`src/rtl/core/sdl_pkg.sv`:
```
package sdl_pkg;

    // Ring size and derived widths
    localparam int LED_COUNT   = 12;
    localparam int LED_W       = 6;
    localparam int X_W         = 20;
    localparam int Q_W         = 7;
    localparam int QUEUE_DEPTH = 4;
    localparam int QPTR_W      = $clog2(QUEUE_DEPTH);
    localparam int CFG_IDX_W   = 3;
    localparam int CFG_DATA_W  = 16;

    // Angle to offset: offset = floor((tenths*2N + 3600) / 7200), via reciprocal
    localparam logic [X_W-1:0] HALF_STEP = X_W'(3600);
    localparam logic [X_W-1:0] ANG_MUL   = X_W'(2 * LED_COUNT);
    localparam logic [X_W-1:0] RECIP     = X_W'((64'd1 << 32) / 64'd7200 + 64'd1);
    localparam int             RECIP_SH  = 32;

    // Confidence clamp limits
    localparam logic [8:0] CONF_MIN = 9'd51;
    localparam logic [8:0] CONF_MAX = 9'd256;

    // Divide-by-three reciprocal for the distance-2 level
    localparam logic [7:0] THIRD_MUL = 8'd171;

    // Result word kinds
    typedef enum logic [1:0] {
        EV_PIXEL   = 2'd0,
        EV_RESTORE = 2'd1,
        EV_RESET   = 2'd2
    } t_event_kind;

    // Configuration register indexes
    typedef enum logic [CFG_IDX_W-1:0] {
        CFG_FRONT_LED  = 3'd0,
        CFG_CLOCKWISE  = 3'd1,
        CFG_HEAD_LEVEL = 3'd2,
        CFG_SIDE_LEVEL = 3'd3,
        CFG_INTERVAL   = 3'd4,
        CFG_IDLE_TMO   = 3'd5
    } t_cfg_reg;

    // Commands handed from front to back
    typedef enum logic [1:0] {
        CMD_RESET         = 2'd0,
        CMD_RESTORE_RESET = 2'd1,
        CMD_RESTORE       = 2'd2,
        CMD_REDRAW        = 2'd3
    } t_cmd_kind;

    // Back-end sequencer states
    typedef enum logic [2:0] {
        BK_IDLE,
        BK_CALC1,
        BK_CALC2,
        BK_RUN,
        BK_EVENT
    } t_back_state;

    typedef struct packed {
        logic        show_enabled;
        logic        result_active;
        logic [11:0] angle_tenths;
        logic [8:0]  confidence_q8;
        logic [31:0] result_time_ms;
        logic [31:0] frame_time_ms;
    } t_in_word;

    typedef struct packed {
        logic [1:0]       event_kind;
        logic [LED_W-1:0] led_index;
        logic [7:0]       red;
        logic [7:0]       green;
        logic [7:0]       blue;
        logic             last_of_run;
    } t_out_word;

    typedef struct packed {
        logic [LED_W-1:0] front_led;
        logic             clockwise;
        logic [7:0]       head_level;
        logic [7:0]       side_level;
        logic [15:0]      update_interval_ms;
        logic [15:0]      idle_timeout_ms;
    } t_cfg;

    typedef struct packed {
        t_cmd_kind      kind;
        logic [X_W-1:0] ang_x;
        logic [8:0]     conf;
    } t_cmd;

    // Small modulo-N table for narrow values
    typedef logic [LED_W-1:0] t_mod_tab [2**Q_W];

    function automatic t_mod_tab build_mod_tab();
        t_mod_tab tab;
        for (int k = 0; k < 2**Q_W; k++) begin
            tab[k] = LED_W'(k % LED_COUNT);
        end
        return tab;
    endfunction

    localparam t_mod_tab MOD_TAB = build_mod_tab();

endpackage

```
`src/rtl/core/sound_direction_led_ring.sv`:
```
// Channel  | Signals                                   | Moves
// ---------+-------------------------------------------+------------------------------
// in       | i_in_valid, o_in_ready, i_in_word         | one audio-frame word
// out      | o_out_valid, i_out_ready, o_out_word      | one pixel or event word
// cfg      | i_cfg_valid, o_cfg_ready, i_cfg_index/data | one register write
//
// The front takes one input word per cycle while its four-entry command queue has room.
// A redraw runs through the back sequencer as a queue pop, two arithmetic steps, then
// one pixel per cycle while the output is free; a restore or reset pops, then sends
// one or two event words. Synchronous active-low reset clears tracking state, queue
// and sequencer, and loads the register defaults. A stalled output holds its word; the
// front keeps accepting until the queue fills.
module sound_direction_led_ring (
    input  logic                                i_clk,
    input  logic                                i_rst_n,
    input  logic                                i_in_valid,
    output logic                                o_in_ready,
    input  sdl_pkg::t_in_word                   i_in_word,
    output logic                                o_out_valid,
    input  logic                                i_out_ready,
    output sdl_pkg::t_out_word                  o_out_word,
    input  logic                                i_cfg_valid,
    output logic                                o_cfg_ready,
    input  logic [sdl_pkg::CFG_IDX_W-1:0]       i_cfg_index,
    input  logic [sdl_pkg::CFG_DATA_W-1:0]      i_cfg_data
);
    import sdl_pkg::*;

    t_cfg r_cfg;
    t_cmd push_cmd;
    t_cmd pop_cmd;
    logic push;
    logic pop;
    logic q_empty;
    logic q_full;

    assign o_cfg_ready = 1'b1;

    // configuration registers
    always_ff @(posedge i_clk) begin
        if (!i_rst_n) begin
            r_cfg.front_led          <= '0;
            r_cfg.clockwise          <= 1'b1;
            r_cfg.head_level         <= 8'd255;
            r_cfg.side_level         <= 8'd64;
            r_cfg.update_interval_ms <= 16'd100;
            r_cfg.idle_timeout_ms    <= 16'd1000;
        end else if (i_cfg_valid && o_cfg_ready) begin
            unique case (t_cfg_reg'(i_cfg_index))
                CFG_FRONT_LED:  r_cfg.front_led          <= i_cfg_data[LED_W-1:0];
                CFG_CLOCKWISE:  r_cfg.clockwise          <= i_cfg_data[0];
                CFG_HEAD_LEVEL: r_cfg.head_level         <= i_cfg_data[7:0];
                CFG_SIDE_LEVEL: r_cfg.side_level         <= i_cfg_data[7:0];
                CFG_INTERVAL:   r_cfg.update_interval_ms <= i_cfg_data[15:0];
                CFG_IDLE_TMO:   r_cfg.idle_timeout_ms    <= i_cfg_data[15:0];
                default:        r_cfg                    <= r_cfg;
            endcase
        end
    end

    // front: accept and classify
    sdl_front u_front (
        .i_clk      (i_clk),
        .i_rst_n    (i_rst_n),
        .i_in_valid (i_in_valid),
        .o_in_ready (o_in_ready),
        .i_in_word  (i_in_word),
        .i_cfg      (r_cfg),
        .i_q_full   (q_full),
        .o_push     (push),
        .o_cmd      (push_cmd)
    );

    // command queue
    sdl_queue u_queue (
        .i_clk   (i_clk),
        .i_rst_n (i_rst_n),
        .i_push  (push),
        .i_cmd   (push_cmd),
        .i_pop   (pop),
        .o_cmd   (pop_cmd),
        .o_empty (q_empty),
        .o_full  (q_full)
    );

    // back: word generation
    sdl_back u_back (
        .i_clk       (i_clk),
        .i_rst_n     (i_rst_n),
        .i_cfg       (r_cfg),
        .i_q_empty   (q_empty),
        .i_cmd       (pop_cmd),
        .o_pop       (pop),
        .o_out_valid (o_out_valid),
        .i_out_ready (i_out_ready),
        .o_out_word  (o_out_word)
    );

    // a finder reset always closes its run
    a_reset_last: assert property (@(posedge i_clk) disable iff (!i_rst_n)
        (o_out_valid && o_out_word.event_kind == EV_RESET) |-> o_out_word.last_of_run)
        else $error("reset word not last of run");

    // a pixel run ends exactly at the top ring index
    a_pixel_last: assert property (@(posedge i_clk) disable iff (!i_rst_n)
        (o_out_valid && o_out_word.event_kind == EV_PIXEL) |->
        (o_out_word.last_of_run == (o_out_word.led_index == LED_W'(LED_COUNT - 1))))
        else $error("pixel run end mismatch");

    // a restore that is not last is followed at once by a reset
    a_restore_then_reset: assert property (@(posedge i_clk) disable iff (!i_rst_n)
        (o_out_valid && i_out_ready && o_out_word.event_kind == EV_RESTORE &&
         !o_out_word.last_of_run) |=>
        (o_out_valid && o_out_word.event_kind == EV_RESET))
        else $error("restore not followed by reset");

    // queue never pushed while full
    a_no_overflow: assert property (@(posedge i_clk) disable iff (!i_rst_n)
        q_full |-> !push)
        else $error("command queue overflow");

endmodule

```
`src/rtl/core/sdl_front.sv`:
```
module sdl_front (
    input  logic             i_clk,
    input  logic             i_rst_n,
    input  logic             i_in_valid,
    output logic             o_in_ready,
    input  sdl_pkg::t_in_word i_in_word,
    input  sdl_pkg::t_cfg    i_cfg,
    input  logic             i_q_full,
    output logic             o_push,
    output sdl_pkg::t_cmd    o_cmd
);
    import sdl_pkg::*;

    logic        r_ring_active;
    logic [31:0] r_last_source;
    logic [31:0] r_last_redraw;
    logic        n_ring_active;
    logic [31:0] n_last_source;
    logic [31:0] n_last_redraw;

    logic        accept;
    logic [31:0] since_redraw;
    logic [31:0] since_source;
    logic [8:0]  conf_clamped;

    assign o_in_ready = !i_q_full;
    assign accept     = i_in_valid && o_in_ready;

    assign since_redraw = i_in_word.frame_time_ms - r_last_redraw;
    assign since_source = i_in_word.frame_time_ms - r_last_source;

    // clamp confidence to its legal band
    always_comb begin
        if (i_in_word.confidence_q8 > CONF_MAX) begin
            conf_clamped = CONF_MAX;
        end else if (i_in_word.confidence_q8 < CONF_MIN) begin
            conf_clamped = CONF_MIN;
        end else begin
            conf_clamped = i_in_word.confidence_q8;
        end
    end

    // classify the word and update tracking state
    always_comb begin
        n_ring_active = r_ring_active;
        n_last_source = r_last_source;
        n_last_redraw = r_last_redraw;
        o_push        = 1'b0;
        o_cmd.kind    = CMD_RESET;
        o_cmd.ang_x   = X_W'(i_in_word.angle_tenths) * ANG_MUL + HALF_STEP;
        o_cmd.conf    = conf_clamped;
        if (accept) begin
            if (!i_in_word.show_enabled) begin
                o_push        = 1'b1;
                o_cmd.kind    = r_ring_active ? CMD_RESTORE_RESET : CMD_RESET;
                n_ring_active = 1'b0;
            end else if (i_in_word.result_active) begin
                n_ring_active = 1'b1;
                if (since_redraw >= {16'd0, i_cfg.update_interval_ms}) begin
                    o_push        = 1'b1;
                    o_cmd.kind    = CMD_REDRAW;
                    n_last_source = i_in_word.result_time_ms;
                    n_last_redraw = i_in_word.result_time_ms;
                end else begin
                    n_last_source = i_in_word.frame_time_ms;
                end
            end else if (r_ring_active &&
                         since_source >= {16'd0, i_cfg.idle_timeout_ms}) begin
                o_push        = 1'b1;
                o_cmd.kind    = CMD_RESTORE;
                n_ring_active = 1'b0;
            end
        end
    end

    always_ff @(posedge i_clk) begin
        if (!i_rst_n) begin
            r_ring_active <= 1'b0;
            r_last_source <= '0;
            r_last_redraw <= '0;
        end else begin
            r_ring_active <= n_ring_active;
            r_last_source <= n_last_source;
            r_last_redraw <= n_last_redraw;
        end
    end

endmodule

```
`src/rtl/core/sdl_queue.sv`:
```
module sdl_queue (
    input  logic          i_clk,
    input  logic          i_rst_n,
    input  logic          i_push,
    input  sdl_pkg::t_cmd i_cmd,
    input  logic          i_pop,
    output sdl_pkg::t_cmd o_cmd,
    output logic          o_empty,
    output logic          o_full
);
    import sdl_pkg::*;

    t_cmd              r_mem [QUEUE_DEPTH];
    logic [QPTR_W-1:0] r_wr_ptr;
    logic [QPTR_W-1:0] r_rd_ptr;
    logic [QPTR_W:0]   r_count;

    assign o_empty = (r_count == '0);
    assign o_full  = (r_count == (QPTR_W+1)'(QUEUE_DEPTH));
    assign o_cmd   = r_mem[r_rd_ptr];

    // entry storage
    always_ff @(posedge i_clk) begin
        if (i_push) begin
            r_mem[r_wr_ptr] <= i_cmd;
        end
    end

    // pointers and fill count
    always_ff @(posedge i_clk) begin
        if (!i_rst_n) begin
            r_wr_ptr <= '0;
            r_rd_ptr <= '0;
            r_count  <= '0;
        end else begin
            if (i_push) begin
                r_wr_ptr <= r_wr_ptr + 1'b1;
            end
            if (i_pop) begin
                r_rd_ptr <= r_rd_ptr + 1'b1;
            end
            case ({i_push, i_pop})
                2'b10:   r_count <= r_count + 1'b1;
                2'b01:   r_count <= r_count - 1'b1;
                default: r_count <= r_count;
            endcase
        end
    end

endmodule

```
`src/rtl/core/sdl_back.sv`:
```
module sdl_back (
    input  logic               i_clk,
    input  logic               i_rst_n,
    input  sdl_pkg::t_cfg      i_cfg,
    input  logic               i_q_empty,
    input  sdl_pkg::t_cmd      i_cmd,
    output logic               o_pop,
    output logic               o_out_valid,
    input  logic               i_out_ready,
    output sdl_pkg::t_out_word o_out_word
);
    import sdl_pkg::*;

    t_back_state      r_state, n_state;
    t_cmd             r_cmd, n_cmd;
    logic [Q_W-1:0]   r_q, n_q;
    logic [15:0]      r_hp, n_hp;
    logic [15:0]      r_sp, n_sp;
    logic [LED_W-1:0] r_head, n_head;
    logic [7:0]       r_hr, n_hr;
    logic [7:0]       r_hg, n_hg;
    logic [6:0]       r_s1, n_s1;
    logic [6:0]       r_s2, n_s2;
    logic [LED_W-1:0] r_idx, n_idx;
    logic             r_second, n_second;
    logic             r_out_valid, n_out_valid;
    t_out_word        r_out, n_out;

    logic                  out_free;
    logic [2*X_W-1:0]      prod_full;
    logic [LED_W-1:0]      off;
    logic [LED_W-1:0]      front;
    logic [LED_W:0]        sum;
    logic [15:0]           third_prod;
    logic [LED_W:0]        fwd;
    logic [LED_W:0]        back_dist;
    logic [LED_W:0]        ring_dist;
    t_out_word             pix;

    assign o_out_valid = r_out_valid;
    assign o_out_word  = r_out;
    assign out_free    = !r_out_valid || i_out_ready;

    // offset quotient and raw level products
    assign prod_full  = (2*X_W)'(r_cmd.ang_x) * (2*X_W)'(RECIP);
    assign off        = MOD_TAB[r_q];
    assign front      = MOD_TAB[Q_W'(i_cfg.front_led)];
    assign sum        = (LED_W+1)'(front) + (LED_W+1)'(off);
    assign third_prod = 16'(r_sp[15:8]) * 16'(THIRD_MUL);

    // ring distance of the current pixel from the head
    always_comb begin
        if (r_idx >= r_head) begin
            fwd = (LED_W+1)'(r_idx) - (LED_W+1)'(r_head);
        end else begin
            fwd = (LED_W+1)'(r_idx) + (LED_W+1)'(LED_COUNT) - (LED_W+1)'(r_head);
        end
        back_dist = (LED_W+1)'(LED_COUNT) - fwd;
        ring_dist = (fwd <= back_dist) ? fwd : back_dist;
    end

    // pixel word for the current index
    always_comb begin
        pix.event_kind  = EV_PIXEL;
        pix.led_index   = r_idx;
        pix.blue        = 8'd0;
        pix.last_of_run = (r_idx == LED_W'(LED_COUNT - 1));
        pix.red         = 8'd0;
        pix.green       = 8'd0;
        if (ring_dist == '0) begin
            pix.red   = r_hr;
            pix.green = r_hg;
        end else if (ring_dist == (LED_W+1)'(1)) begin
            pix.red   = {1'b0, r_s1};
            pix.green = {1'b0, r_s1};
        end else if (ring_dist == (LED_W+1)'(2)) begin
            pix.red   = {1'b0, r_s2};
            pix.green = {1'b0, r_s2};
        end
    end

    // sequencer: next state and outputs
    always_comb begin
        n_state     = r_state;
        n_cmd       = r_cmd;
        n_q         = r_q;
        n_hp        = r_hp;
        n_sp        = r_sp;
        n_head      = r_head;
        n_hr        = r_hr;
        n_hg        = r_hg;
        n_s1        = r_s1;
        n_s2        = r_s2;
        n_idx       = r_idx;
        n_second    = r_second;
        n_out_valid = r_out_valid && !i_out_ready;
        n_out       = r_out;
        o_pop       = 1'b0;
        unique case (r_state)
            BK_IDLE: begin
                if (!i_q_empty) begin
                    o_pop    = 1'b1;
                    n_cmd    = i_cmd;
                    n_second = 1'b0;
                    n_state  = (i_cmd.kind == CMD_REDRAW) ? BK_CALC1 : BK_EVENT;
                end
            end
            BK_CALC1: begin
                n_q     = prod_full[RECIP_SH+Q_W-1:RECIP_SH];
                n_hp    = 16'(i_cfg.head_level * r_cmd.conf);
                n_sp    = 16'(i_cfg.side_level * r_cmd.conf);
                n_state = BK_CALC2;
            end
            BK_CALC2: begin
                if (i_cfg.clockwise) begin
                    n_head = (sum >= (LED_W+1)'(LED_COUNT)) ?
                             LED_W'(sum - (LED_W+1)'(LED_COUNT)) : LED_W'(sum);
                end else if (front >= off) begin
                    n_head = front - off;
                end else begin
                    n_head = LED_W'((LED_W+1)'(front) + (LED_W+1)'(LED_COUNT)
                                    - (LED_W+1)'(off));
                end
                n_hr    = r_hp[15:8];
                n_hg    = r_sp[15:8];
                n_s1    = r_sp[15:9];
                n_s2    = third_prod[15:9];
                n_idx   = '0;
                n_state = BK_RUN;
            end
            BK_RUN: begin
                if (out_free) begin
                    n_out_valid = 1'b1;
                    n_out       = pix;
                    if (pix.last_of_run) begin
                        n_state = BK_IDLE;
                    end else begin
                        n_idx = r_idx + 1'b1;
                    end
                end
            end
            BK_EVENT: begin
                if (out_free) begin
                    n_out_valid = 1'b1;
                    n_out       = '0;
                    case (r_cmd.kind)
                        CMD_RESTORE: begin
                            n_out.event_kind  = EV_RESTORE;
                            n_out.last_of_run = 1'b1;
                            n_state           = BK_IDLE;
                        end
                        CMD_RESTORE_RESET: begin
                            if (!r_second) begin
                                n_out.event_kind = EV_RESTORE;
                                n_second         = 1'b1;
                            end else begin
                                n_out.event_kind  = EV_RESET;
                                n_out.last_of_run = 1'b1;
                                n_state           = BK_IDLE;
                            end
                        end
                        default: begin
                            n_out.event_kind  = EV_RESET;
                            n_out.last_of_run = 1'b1;
                            n_state           = BK_IDLE;
                        end
                    endcase
                end
            end
            default: n_state = BK_IDLE;
        endcase
    end

    // control registers
    always_ff @(posedge i_clk) begin
        if (!i_rst_n) begin
            r_state     <= BK_IDLE;
            r_out_valid <= 1'b0;
            r_second    <= 1'b0;
            r_idx       <= '0;
        end else begin
            r_state     <= n_state;
            r_out_valid <= n_out_valid;
            r_second    <= n_second;
            r_idx       <= n_idx;
        end
    end

    // datapath registers
    always_ff @(posedge i_clk) begin
        r_cmd  <= n_cmd;
        r_q    <= n_q;
        r_hp   <= n_hp;
        r_sp   <= n_sp;
        r_head <= n_head;
        r_hr   <= n_hr;
        r_hg   <= n_hg;
        r_s1   <= n_s1;
        r_s2   <= n_s2;
        r_out  <= n_out;
    end

endmodule

```
`config.mk`:
```
export PLATFORM = sky130hd
export DESIGN_NAME = sound_direction_led_ring
export DESIGN_NICKNAME = d
export VERILOG_FILES = /design/src/rtl/core/sdl_pkg.sv /design/src/rtl/core/sound_direction_led_ring.sv /design/src/rtl/core/sdl_front.sv /design/src/rtl/core/sdl_queue.sv /design/src/rtl/core/sdl_back.sv
export SDC_FILE = /design/constraint.sdc
export NUM_CORES = 1
export LEC_CHECK = 0
export ABC_AREA = 1
export BUFFER_PORTS_ARGS = -buffer_cell sky130_fd_sc_hd__buf_2
export CORE_MARGIN = 2
export CORE_UTILIZATION = 40
export DETAILED_ROUTE_END_ITERATION = 10
export GPL_TIMING_DRIVEN = 0
export SYNTH_ARGS = -nofsm -noshare
export SYNTH_HDL_FRONTEND = slang
export SYNTH_SLANG_ARGS = --single-unit
```
`constraint.sdc`:
```
create_clock -name i_clk -period 4.9 [get_ports i_clk]
set_input_delay 0.98 -clock i_clk [delete_from_list [all_inputs] [get_ports i_clk]]
set_output_delay 0.98 -clock i_clk [all_outputs]
set_load 0.01 [all_outputs]
```
---- Word-level counts from Yosys, hierarchy flattened ----
Memories as Yosys holds them, arrays and structs flattened. A register that Yosys moved wholly into a read port is not among the register bits.
Index checks and enable logic that the tools add are counted.
storage, ports and cells
  memories ................................ 3
  memory bits (writable) .................. 116
  bits in registers ....................... 277
  input bits .............................. 111
  logic and storage cells ................. 187
  latch bits .............................. 0
  bits in read-only memories .............. 1,536
cells by class
  add/sub/neg operators ................... 17
  $mul .................................... 5
  bitwise logic cells ..................... 3
  shift-type cells ........................ 0
  muxes and demuxes ....................... 60
  order comparisons ....................... 10
  div/mod/pow operators ................... 0
  equality and inequality tests ........... 26
  reductions and logical operators ........ 30
memory list
  memory            words  bits a word  rd ports  clocked after Yosys merged registers in  wr ports  RTL line         RTL
  (name not given)  128    6            1         0                                        0         sdl_back.sv:46   assign off = MOD_TAB[r_q];
  (name not given)  128    6            1         0                                        0         sdl_back.sv:47   assign front = MOD_TAB[Q_W'(i_cfg.front_led)];
  u_queue.r_mem     4      29           1         1                                        1         sdl_queue.sv:13  t_cmd r_mem [QUEUE_DEPTH];
operator list
  cell                      number
  $mux W33                  2
  $pmux W33 S2              1
  $ge A32 B16 Y1            2
  $sub A32 B32 Y32          2
  $mux W6                   9
  $mul A20 B18 Y37 const B  1
  $mul A8 B9 Y16            2
  $mux W16                  2
  $mux W32                  1
  $mux W3                   7
  $mux W1                   20
  $add A17 B12 Y18 const B  1
  $mux W9                   2
  $ge A8 B8 Y1 const B      2
  $mul A8 B8 Y16 const B    1
  $mux W2                   8
  $reduce_and A2 Y1         8
  $mux W15                  1
  $pmux W3 S5               1
  $mul A12 B2 Y14 const B   1
  $mux W7                   2
  $eq A3 B2 Y1 const B      4
  $eq A3 B3 Y1 const B      4
  $ge A6 B6 Y1              2
  other kinds (42)          65

---- Depth between registers and ports, before layout ----
Gate-level depths: netlist (run 1).
  word-level depth ........................ 12
  depth in mapped cells ................... 32
  depth with buffers taken out ............ 32

---- Cells and area by module ----
Synthesis (run 1) repeated with hierarchy kept, for this count alone.
unflattened totals
  cells, all modules ...................... 4,360
  area, all modules ....................... 33,843.7 µm²
by module, submodules not included
  module                    sequential area each (µm²)  times used  area an instance (µm²)  cells each
  sdl_back                  3,463.3                     1           16,731.0                1,869
  sdl_front                 1,301.2                     1           9,843.2                 1,823
  sdl_queue                 3,903.7                     1           5,081.1                 357
  sound_direction_led_ring  1,101.1                     1           2,188.3                 311

---- Least setup slack after synthesis (run 1) ----
Ideal clock, no wire load.
  kind .................................... input-to-reg
  from .................................... input i_in_word[0] (netlist name)
  to ...................................... memory u_queue.r_mem[0][0] (netlist name), enable pin
  setup time .............................. 0.409 ns
  path slack .............................. -0.160 ns
  buffers on the path ..................... 0
  arrival ................................. 4.651 ns
  required time ........................... 4.491 ns
  stages on the path ...................... 24
  cells stage by stage .................... inv_1 -> ha_1 -> inv_1 -> fa_1 -> a21oi_1 -> inv_1 -> nand2_1 -> nand2_1 -> xor2_1 -> ha_1 -> inv_1 -> nor3_1 -> a211oi_1 -> nand2_1 -> nand2_1 -> nand2_1 -> nor2_1 -> nand3_1 -> nor3_2 -> nand3_2 -> nand2_1 -> nand3_1 -> nand2_1 -> nor2_1
on the way
  word-level cells in the longest chain between the ends .. 9
  elaborated cells on any way between the ends .. 12
RTL lines
  item                               RTL line                        RTL
  start: declaration                 sound_direction_led_ring.sv:18  input sdl_pkg::t_in_word i_in_word,
  $sub A32 B32 Y32                   sdl_front.sv:30                 assign since_source = i_in_word.frame_time_ms - r_last_source;
  $ge A32 B16 Y1                     sdl_front.sv:68                 since_source >= {16'd0, i_cfg.idle_timeout_ms}) begin
  $logic_and A1 B1 Y1                sdl_front.sv:67                 end else if (r_ring_active &&
  $mux W1                            sdl_front.sv:67
  $mux W1 (*)                        sdl_front.sv:57                 end else if (i_in_word.result_active) begin
  $mux W1 (*)                        sdl_front.sv:53                 if (!i_in_word.show_enabled) begin
  $mux W1 (*)                        sdl_front.sv:52                 if (accept) begin
  $mux W1 (*)                        sdl_queue.sv:24                 if (i_push) begin
  $mux W1 (implied by the code) (*)  sdl_queue.sv:25                 r_mem[r_wr_ptr] <= i_cmd;
  end: declaration                   sdl_queue.sv:13
Every way passes the cells marked *; elsewhere a longest branch is shown, timed or not.

---- Final worst setup path (run 1) ----
  from .................................... input i_in_word[0] (netlist name)
  to ...................................... register u_queue.r_count[2]
on the way
  word-level cells in the longest chain between the ends .. 9
  elaborated cells on any way between the ends .. 14
RTL lines
  item                                               RTL line         RTL
  $sub A32 B32 Y32                                   sdl_front.sv:30
  $ge A32 B16 Y1                                     sdl_front.sv:68
  $logic_and A1 B1 Y1                                sdl_front.sv:67
  $mux W1                                            sdl_front.sv:67
  $mux W1 (*)                                        sdl_front.sv:57
  $mux W1 (*)                                        sdl_front.sv:53
  $mux W1 (*)                                        sdl_front.sv:52
  $eq A2 B1 Y1 or $eq A2 B2 Y1 (tied branches)       sdl_queue.sv:42  case ({i_push, i_pop})
  $pmux W3 S2 or $reduce_bool A2 Y1 (tied branches)  n/a
  end signal: assignment                             sdl_queue.sv:43  2'b10: r_count <= r_count + 1'b1;
  end signal: assignment                             sdl_queue.sv:44  2'b01: r_count <= r_count - 1'b1;
  end signal: assignment                             sdl_queue.sv:45  default: r_count <= r_count;
  end: declaration                                   sdl_queue.sv:16  logic [QPTR_W:0] r_count;
Marks and branches as above.
A chain may end at the register's enable or synchronous reset.

==> results.json, run 1 <==
{
  "grt_pass1_vias": 23100,
  "drive_above_1_share_pct": 10.9,
  "drc": 0,
  "synthTopCellsByArea": "edfxtp_1 21%, ha_1 17%, fa_1 11%",
  "initial_core_util_pct": 40.4,
  "clkLatencyLatePin_ns": 0.61,
  "drtAntennaViolNets": 0,
  "ff2ff_setup_slack_ns": 0.17,
  "rsz0062_at_grt": "true",
  "synth_top_area_share_pct": 21.1,
  "slew_viol_final": 0,
  "grt_max_degree": 32,
  "critPathSlowestCell": "fa_2",
  "netlist_area_um2": 29500,
  "cts.path.max_buffers": 3,
  "routedWlPerCell_um": 16.2,
  "fin_util_pct": 46.1,
  "cts_buffers": 43,
  "end_kind": "flip-flop",
  "htree_levels": 2,
  "routed_wl_um": 77400,
  "ys_seq_area_share_pct": 30.6,
  "synthCells": 3564,
  "hold_viol": 0,
  "avgSynthCellArea_um2": 8.27,
  "cts_tree": "yes",
  "period_minus_slack_ns": 4.74,
  "worst_pin_slew_ns": 1.02,
  "antenna_cells": 0,
  "die_x_um": 276,
  "routabilityCongestion": 0.960,
  "ios": 147,
  "setup-violations-final": 0,
  "num_vias": 24000,
  "fmax_mhz": 211,
  "finClkSkew_ns": 0.0534,
  "slew_headroom_pct": 31.6,
  "ctsHoldBuffers": 0,
  "dp_hpwl_um": 62000,
  "viasPerCell": 5.01,
  "critical_path.most_common_cell": "nand2_1",
  "first_pass_iters": 5,
  "synth_cell_type_count": 59,
  "chipHeight_um": 276,
  "r2r_start": "u_back.r_cmd[21]",
  "slowest_delay_ns": 0.43,
  "grt_pass1_wl_um": 123000,
  "antenna_found_initial": 3,
  "dieArea_um2": 75900,
  "setup.worst_path.start": "i_in_word[0]",
  "clkSinkCount": 347,
  "fillers": 7211,
  "min_from": "u_back.r_hp[10]",
  "cp.arrival_ns": 5.24,
  "yosys_warnings": 0,
  "core_area_um2": 73000,
  "post-route-period-util_pct": 96.8,
  "numPortBuffers": 137,
  "nNetsFinal": 4461,
  "maxCapViolCount": 0,
  "whs_ns": 0.417,
  "row_count": 99,
  "start_kind": "primary input",
  "crit_type": "primary input to flip-flop",
  "grt.overflow.total": 0,
  "status": "finished, final reports clean",
  "synthFlopType": "edfxtp_1",
  "path_clk_slew_ns": 0.06,
  "crit_fanout": 5,
  "syn_to_final_growth_pct": 14.1,
  "ys_ff_latch": 347,
  "worstPathRequired_ns": 5.40,
  "synth_area_leader_cell": "edfxtp_1",
  "drt-initial-drc-count": 1467,
  "ys_async_sr_fraction_pct": 0,
  "grt.total_usage_pct": 20.4,
  "cts_root_buf": "clkbuf_16",
  "hp-class": "flip-flop to flip-flop",
  "synth_edf_count": 207
}
## placed cells by master, fill, tap and decap left out, types with 10 or more instances in the layout
| cell | instances |
|---|---|
| o21ai_0 | 162 |
| buf_4 | 59 |
| nand3b_1 | 15 |
| o21ai_1 | 10 |
| edfxtp_1 | 207 |
| ha_4 | 10 |
| dfxtp_1 | 136 |
| a21oi_1 | 234 |
| nand4_1 | 44 |
| xnor2_1 | 25 |
| nand2_4 | 11 |
| xor2_1 | 70 |
| nand3_1 | 137 |
| a21o_1 | 10 |
| nor2_1 | 255 |
| ha_1 | 383 |
| clkbuf_16 | 44 |
| nor3_1 | 41 |
| o211ai_1 | 45 |
| nand2_1 | 669 |
| buf_2 | 145 |
| nand2_2 | 18 |
| o21bai_1 | 14 |
| inv_1 | 637 |
| a21oi_2 | 13 |
| fa_1 | 156 |
| clkbuf_1 | 55 |
| o22ai_1 | 26 |
| a211oi_1 | 10 |
## synthesized netlist by cell type, drive strengths merged (3+ instances only)
cell type / n
edfxtp: 207
ha: 400
nor2: 269
xnor2: 25
nor3: 44
buf: 30
dfxtp: 140
a21boi: 4
nor4: 7
o22ai: 26
clkinv: 3
fa: 163
inv: 646
and2: 3
a211oi: 11
nor3b: 4
o31ai: 5
o211ai: 45
nand2: 698
a21oi: 250
xor2: 73
o21ai: 179
nand3b: 15
clkbuf: 69
or2: 7
a21o: 10
a31oi: 7
nand3: 147
o2111ai: 3
o21a: 3
nand4: 45
o21bai: 14
## worst max-delay path: cells and delay by family
family                   cells  cell delay [ns]
XOR/XNOR                     1             0.20
AO/OA/AOI/OAI                6             0.81
AND/OR/NAND/NOR             13             1.42
adder cells (fa/ha/maj)      5             1.36
buffers and inverters        6             0.47
## through the flow
stage          TNS, ns  area [um2]  setup slack, ns  instances
6_report             0       33700            0.156       4779
5_1_grt         -0.239       33700           -0.100       4779
4_1_cts              0       33100          0.00676       4753
3_5_place_dp   -106.78       31500            -1.34       4672
3_3_place_gp   -210.98       31400            -1.92       4667
2_1_floorplan   -16.66       29500           -0.160       3571
## what timing repair did
action                     4_1_cts  5_1_grt
setup endpoints to repair      122      119
setup buffers                   11       34
pin swaps                        2       39
resized for setup               29       92
## layout make-up
type	instances	area (um2)	area share (%)
buffer	83	412	1.22
clock buffer	61	1240	3.70
clock inverter	17	185	0.550
inverter	649	2440	7.24
multi-input combinational	2476	18100	53.6
sequential	347	9020	26.8
tap	959	1200	3.57
timing repair buffer	187	1100	3.26
## registers in the layout, summed over array words and instances (netlist names), named ones only
signal and cells:
u_back.o_out_word 25, u_back.r_cmd 26, u_back.r_sp 8, u_front.r_last_redraw 32, u_queue.r_mem 104, u_back.r_state 3, u_back.r_s2 7, u_back.r_second 1
u_queue.r_rd_ptr 2, u_back.r_s1 7, u_back.o_out_valid 1, u_back.r_hg 1, r_cfg 55, u_back.r_head 6, u_back.r_idx 6, u_front.r_last_source 32
u_back.r_hr 8, u_back.r_q 7, u_queue.r_wr_ptr 2, u_back.r_hp 8, u_queue.r_count 3, u_front.r_ring_active 1
## path summary, 6_finish.rpt
path,endpoint,depth (start not counted)
worst min register to register,u_back.r_hr[2],0
worst max-delay path,u_queue.r_count[2],31
worst max register to register,u_back.r_q[2],15
worst min-delay path,u_back.r_hr[2],0
## per-layer routing
metal / GRT usage (%) / wire length, um / up-vias
met5: 0 / 38 / -
met1: 27.0 / 35100 / 11300
met3: 2.38 / 3210 / 107
met4: 5.45 / 1760 / 6
li1: - / - / 12100
met2: 35.1 / 37300 / 506
## kinds of logic (layout without fill, tap and decap cells)
family          after synthesis  count (layout)  synth area share, %
buf+inv                     748             997                 9.78
fa+ha+maj                   563             563                 28.0
compound gates              566             566                 10.7
xor+xnor                     98              98                 2.91
flops                       347             347                 30.6
other cells                   2               9               0.0255
simple gates               1239            1239                 17.9
mux                           1               1               0.0340
Power of run 1 is not shown: default switching activity piles up to over one toggle a cycle in this logic, so the estimate is an artifact.
==> inputs of run 2 (changes only) <==
--- a/config.mk
+++ b/config.mk
@@ -5,7 +5,6 @@
 export SDC_FILE = /design/constraint.sdc
 export NUM_CORES = 1
 export LEC_CHECK = 0
-export ABC_AREA = 1
 export BUFFER_PORTS_ARGS = -buffer_cell sky130_fd_sc_hd__buf_2
 export CORE_MARGIN = 2
 export CORE_UTILIZATION = 40
==> results.json, run 2 <==
{
  "critical_path_buf_inv_count": 4,
  "slew_viol_final": 0,
  "setup-violations-final": 172,
  "routabilityCongestion": 0.929,
  "worst_r2r_path_depth": 28,
  "fmax_mhz": 180,
  "fillers": 6727,
  "setup.worst_path.start": "i_in_word[1]",
  "cts.path.max_buffers": 3,
  "hold_viol": 0,
  "maxCapViolCount": 0,
  "cts_root_buf": "clkbuf_16",
  "finClkSkew_ns": 0.0242,
  "final_common_cell": "inv_1",
  "timing.rr.end": "u_queue.r_count[2]",
  "worst_slack_ns": -0.649,
  "ios": 147,
  "routed_wl_um": 75500,
  "post-route-period-util_pct": 113,
  "clkLatencyLatePin_ns": 0.59,
  "rsz0062_at_grt": "true",
  "worst_pin_slew_ns": 1.47,
  "grt_pass1_wl_um": 117000,
  "core_area_um2": 71100,
  "ff2ff_setup_slack_ns": -0.60,
  "reg_top3": "u_queue.r_mem (104), r_cfg (55)",
  "dp_hpwl_um": 57000,
  "drc": 0,
  "drtAntennaViolNets": 0,
  "yosys_warnings": 0,
  "crit_type": "primary input to flip-flop",
  "path_clk_slew_ns": 0.06,
  "routedWlPerCell_um": 17.9,
  "end_kind": "flip-flop",
  "ys_async_sr_fraction_pct": 0,
  "initial_core_util_pct": 40.3,
  "clkSinkCount": 347,
  "cts_buffers": 41,
  "cts_tree": "yes",
  "synth_edf_count": 207,
  "grt_pass1_vias": 21600,
  "synthMuxAreaShare_pct": 3.95,
  "grt.overflow.total": 0,
  "status": "complete, but fails checks",
  "postLayoutCellArea_um2": 34100,
  "endpoint": "u_queue.r_count[2]",
  "first_pass_iters": 5,
  "ys_seq_area_share_pct": 31.5,
  "hp-class": "flip-flop to flip-flop",
  "drive_above_1_share_pct": 17.1,
  "synthFlopType": "edfxtp_1",
  "num_vias": 21900,
  "violations": "negative setup slack",
  "nNetsFinal": 3908,
  "cp.depth": 28,
  "critical_path.most_common_cell": "a21oi_2",
  "synth_common_cells": "400 x ha_1, 384 x inv_1, 286 x nand2_1",
  "die_x_um": 272,
  "numPortBuffers": 134,
  "r2r_start": "u_front.r_last_redraw[1]",
  "crit_family": "compound AO/OA/AOI/OAI gates",
  "fin_util_pct": 47.9,
  "antenna_found_initial": 3,
  "syn_to_final_growth_pct": 19.0,
  "avgSynthCellArea_um2": 9.78,
  "largest_reg_flops": 104,
  "synthXorXnorAreaFrac_pct": 3.49,
  "netlist_area_um2": 28600,
  "crit_fanout": 4,
  "synth_top_area_share_pct": 21.7,
  "htree_levels": 2,
  "synthAdderAreaFrac_pct": 28.9,
  "synth_most_common_cell": "ha_1",
  "grt.total_usage_pct": 20.1,
  "start_kind": "primary input",
  "slew_headroom_pct": 2.14,
  "synth_top_family_by_area": "adder cells",
  "final_cell_mix": "375 x inv_1, 369 x ha_1, 265 x nand2_1",
  "synthCells": 2927,
  "synthTopCellsByArea": "edfxtp_1 22%, ha_1 17%, fa_1 11%",
  "placed_area_um2": 30800,
  "period_minus_slack_ns": 5.55,
  "row_count": 98,
  "grt_max_degree": 15,
  "worstPathRequired_ns": 5.40,
  "chipHeight_um": 272,
  "ys_ff_latch": 347,
  "synth_area_leader_cell": "edfxtp_1",
  "fin_tns_setup_ns": -68.68,
  "drt-initial-drc-count": 1310,
  "ctsHoldBuffers": 0,
  "critPathSlowestCell": "a2111oi_2",
  "cp.arrival_ns": 6.05,
  "dieArea_um2": 73700,
  "viasPerCell": 5.19,
  "synth_cell_type_count": 82,
  "top_register": "u_queue.r_mem",
  "synth_compound_area_share_pct": 12.9,
  "yosys.area_share.simple_pct": 12.5,
  "slowest_delay_ns": 0.42
}
==> run 2: worst min path at each step <==
stage                         start        endpoint  cells after the start
floorplan            u_back.r_hp[8]  u_back.r_hr[0]                      0
global placement    u_back.r_hp[10]  u_back.r_hr[2]                      0
detailed placement   u_back.r_hp[9]  u_back.r_hr[1]                      0
CTS                  u_back.r_hp[9]  u_back.r_hr[1]                      0
global route         u_back.r_hp[8]  u_back.r_hr[0]                      0
finish               u_back.r_hp[9]  u_back.r_hr[1]                      0
==> run 2: area by class of cell <==
cell class | count | area (um2) | share of cell area, %
Antenna cell | 3 | 7.51 | 0.0220
Buffer | 104 | 543 | 1.59
Clock buffer | 51 | 1100 | 3.24
Clock inverter | 21 | 245 | 0.720
Inverter | 385 | 1450 | 4.25
Multi-Input combinational cell | 2100 | 18700 | 54.8
Sequential cell | 347 | 9020 | 26.5
Tap cell | 950 | 1190 | 3.49
Timing Repair Buffer | 255 | 1840 | 5.40
==> run 2: per-stage QoR <==
stage	cells	setup slack, ns	hold WS (ns)
finish	4216	-0.649	0.423
global route	4215	-0.848	0.426
CTS	4168	-0.615	0.422
detailed placement	4026	-2.02	0.406
global placement	4018	-2.01	0.403
floorplan	2934	-0.772	0.400
==> run 2: cell families after synthesis <==
logic type | after synthesis
DFF | 347
and+or+nand+nor | 749
xor gates and xnor gates | 114
buffers and inverters | 499
other | 2
AOI/OAI and AO/OA | 573
adders and majority gates | 563
muxes | 80
==> run 2: worst reg2reg max path: cells and delay by family (launching register included) <==
family / cells / cell delay, ns
XOR/XNOR: 2 / 0.25
flip-flops: 1 / 0.34
adder cells (fa/ha/maj): 4 / 1.00
AO/OA/AOI/OAI: 14 / 2.68
buffers and inverters: 4 / 0.33
AND/OR/NAND/NOR: 4 / 0.81
==> run 2: repair_timing <==
item / 4_1_cts / 5_1_grt
gates resized for setup: 134 / 135
pin swaps: 91 / 80
cloned: 12 / 6
setup endpoints to repair: 203 / 212
buffers inserted: 66 / 41
==> run 2: metal layers <==
metal / vias up / global-route usage [%] / routed length [um]
met1: 10500 / 27.1 / 33900
met5: - / 0 / 0
met2: 528 / 33.7 / 35600
li1: 10800 / - / -
met3: 106 / 2.87 / 4200
met4: 0 / 5.45 / 1850
Power of run 2 is left out for the same reason.
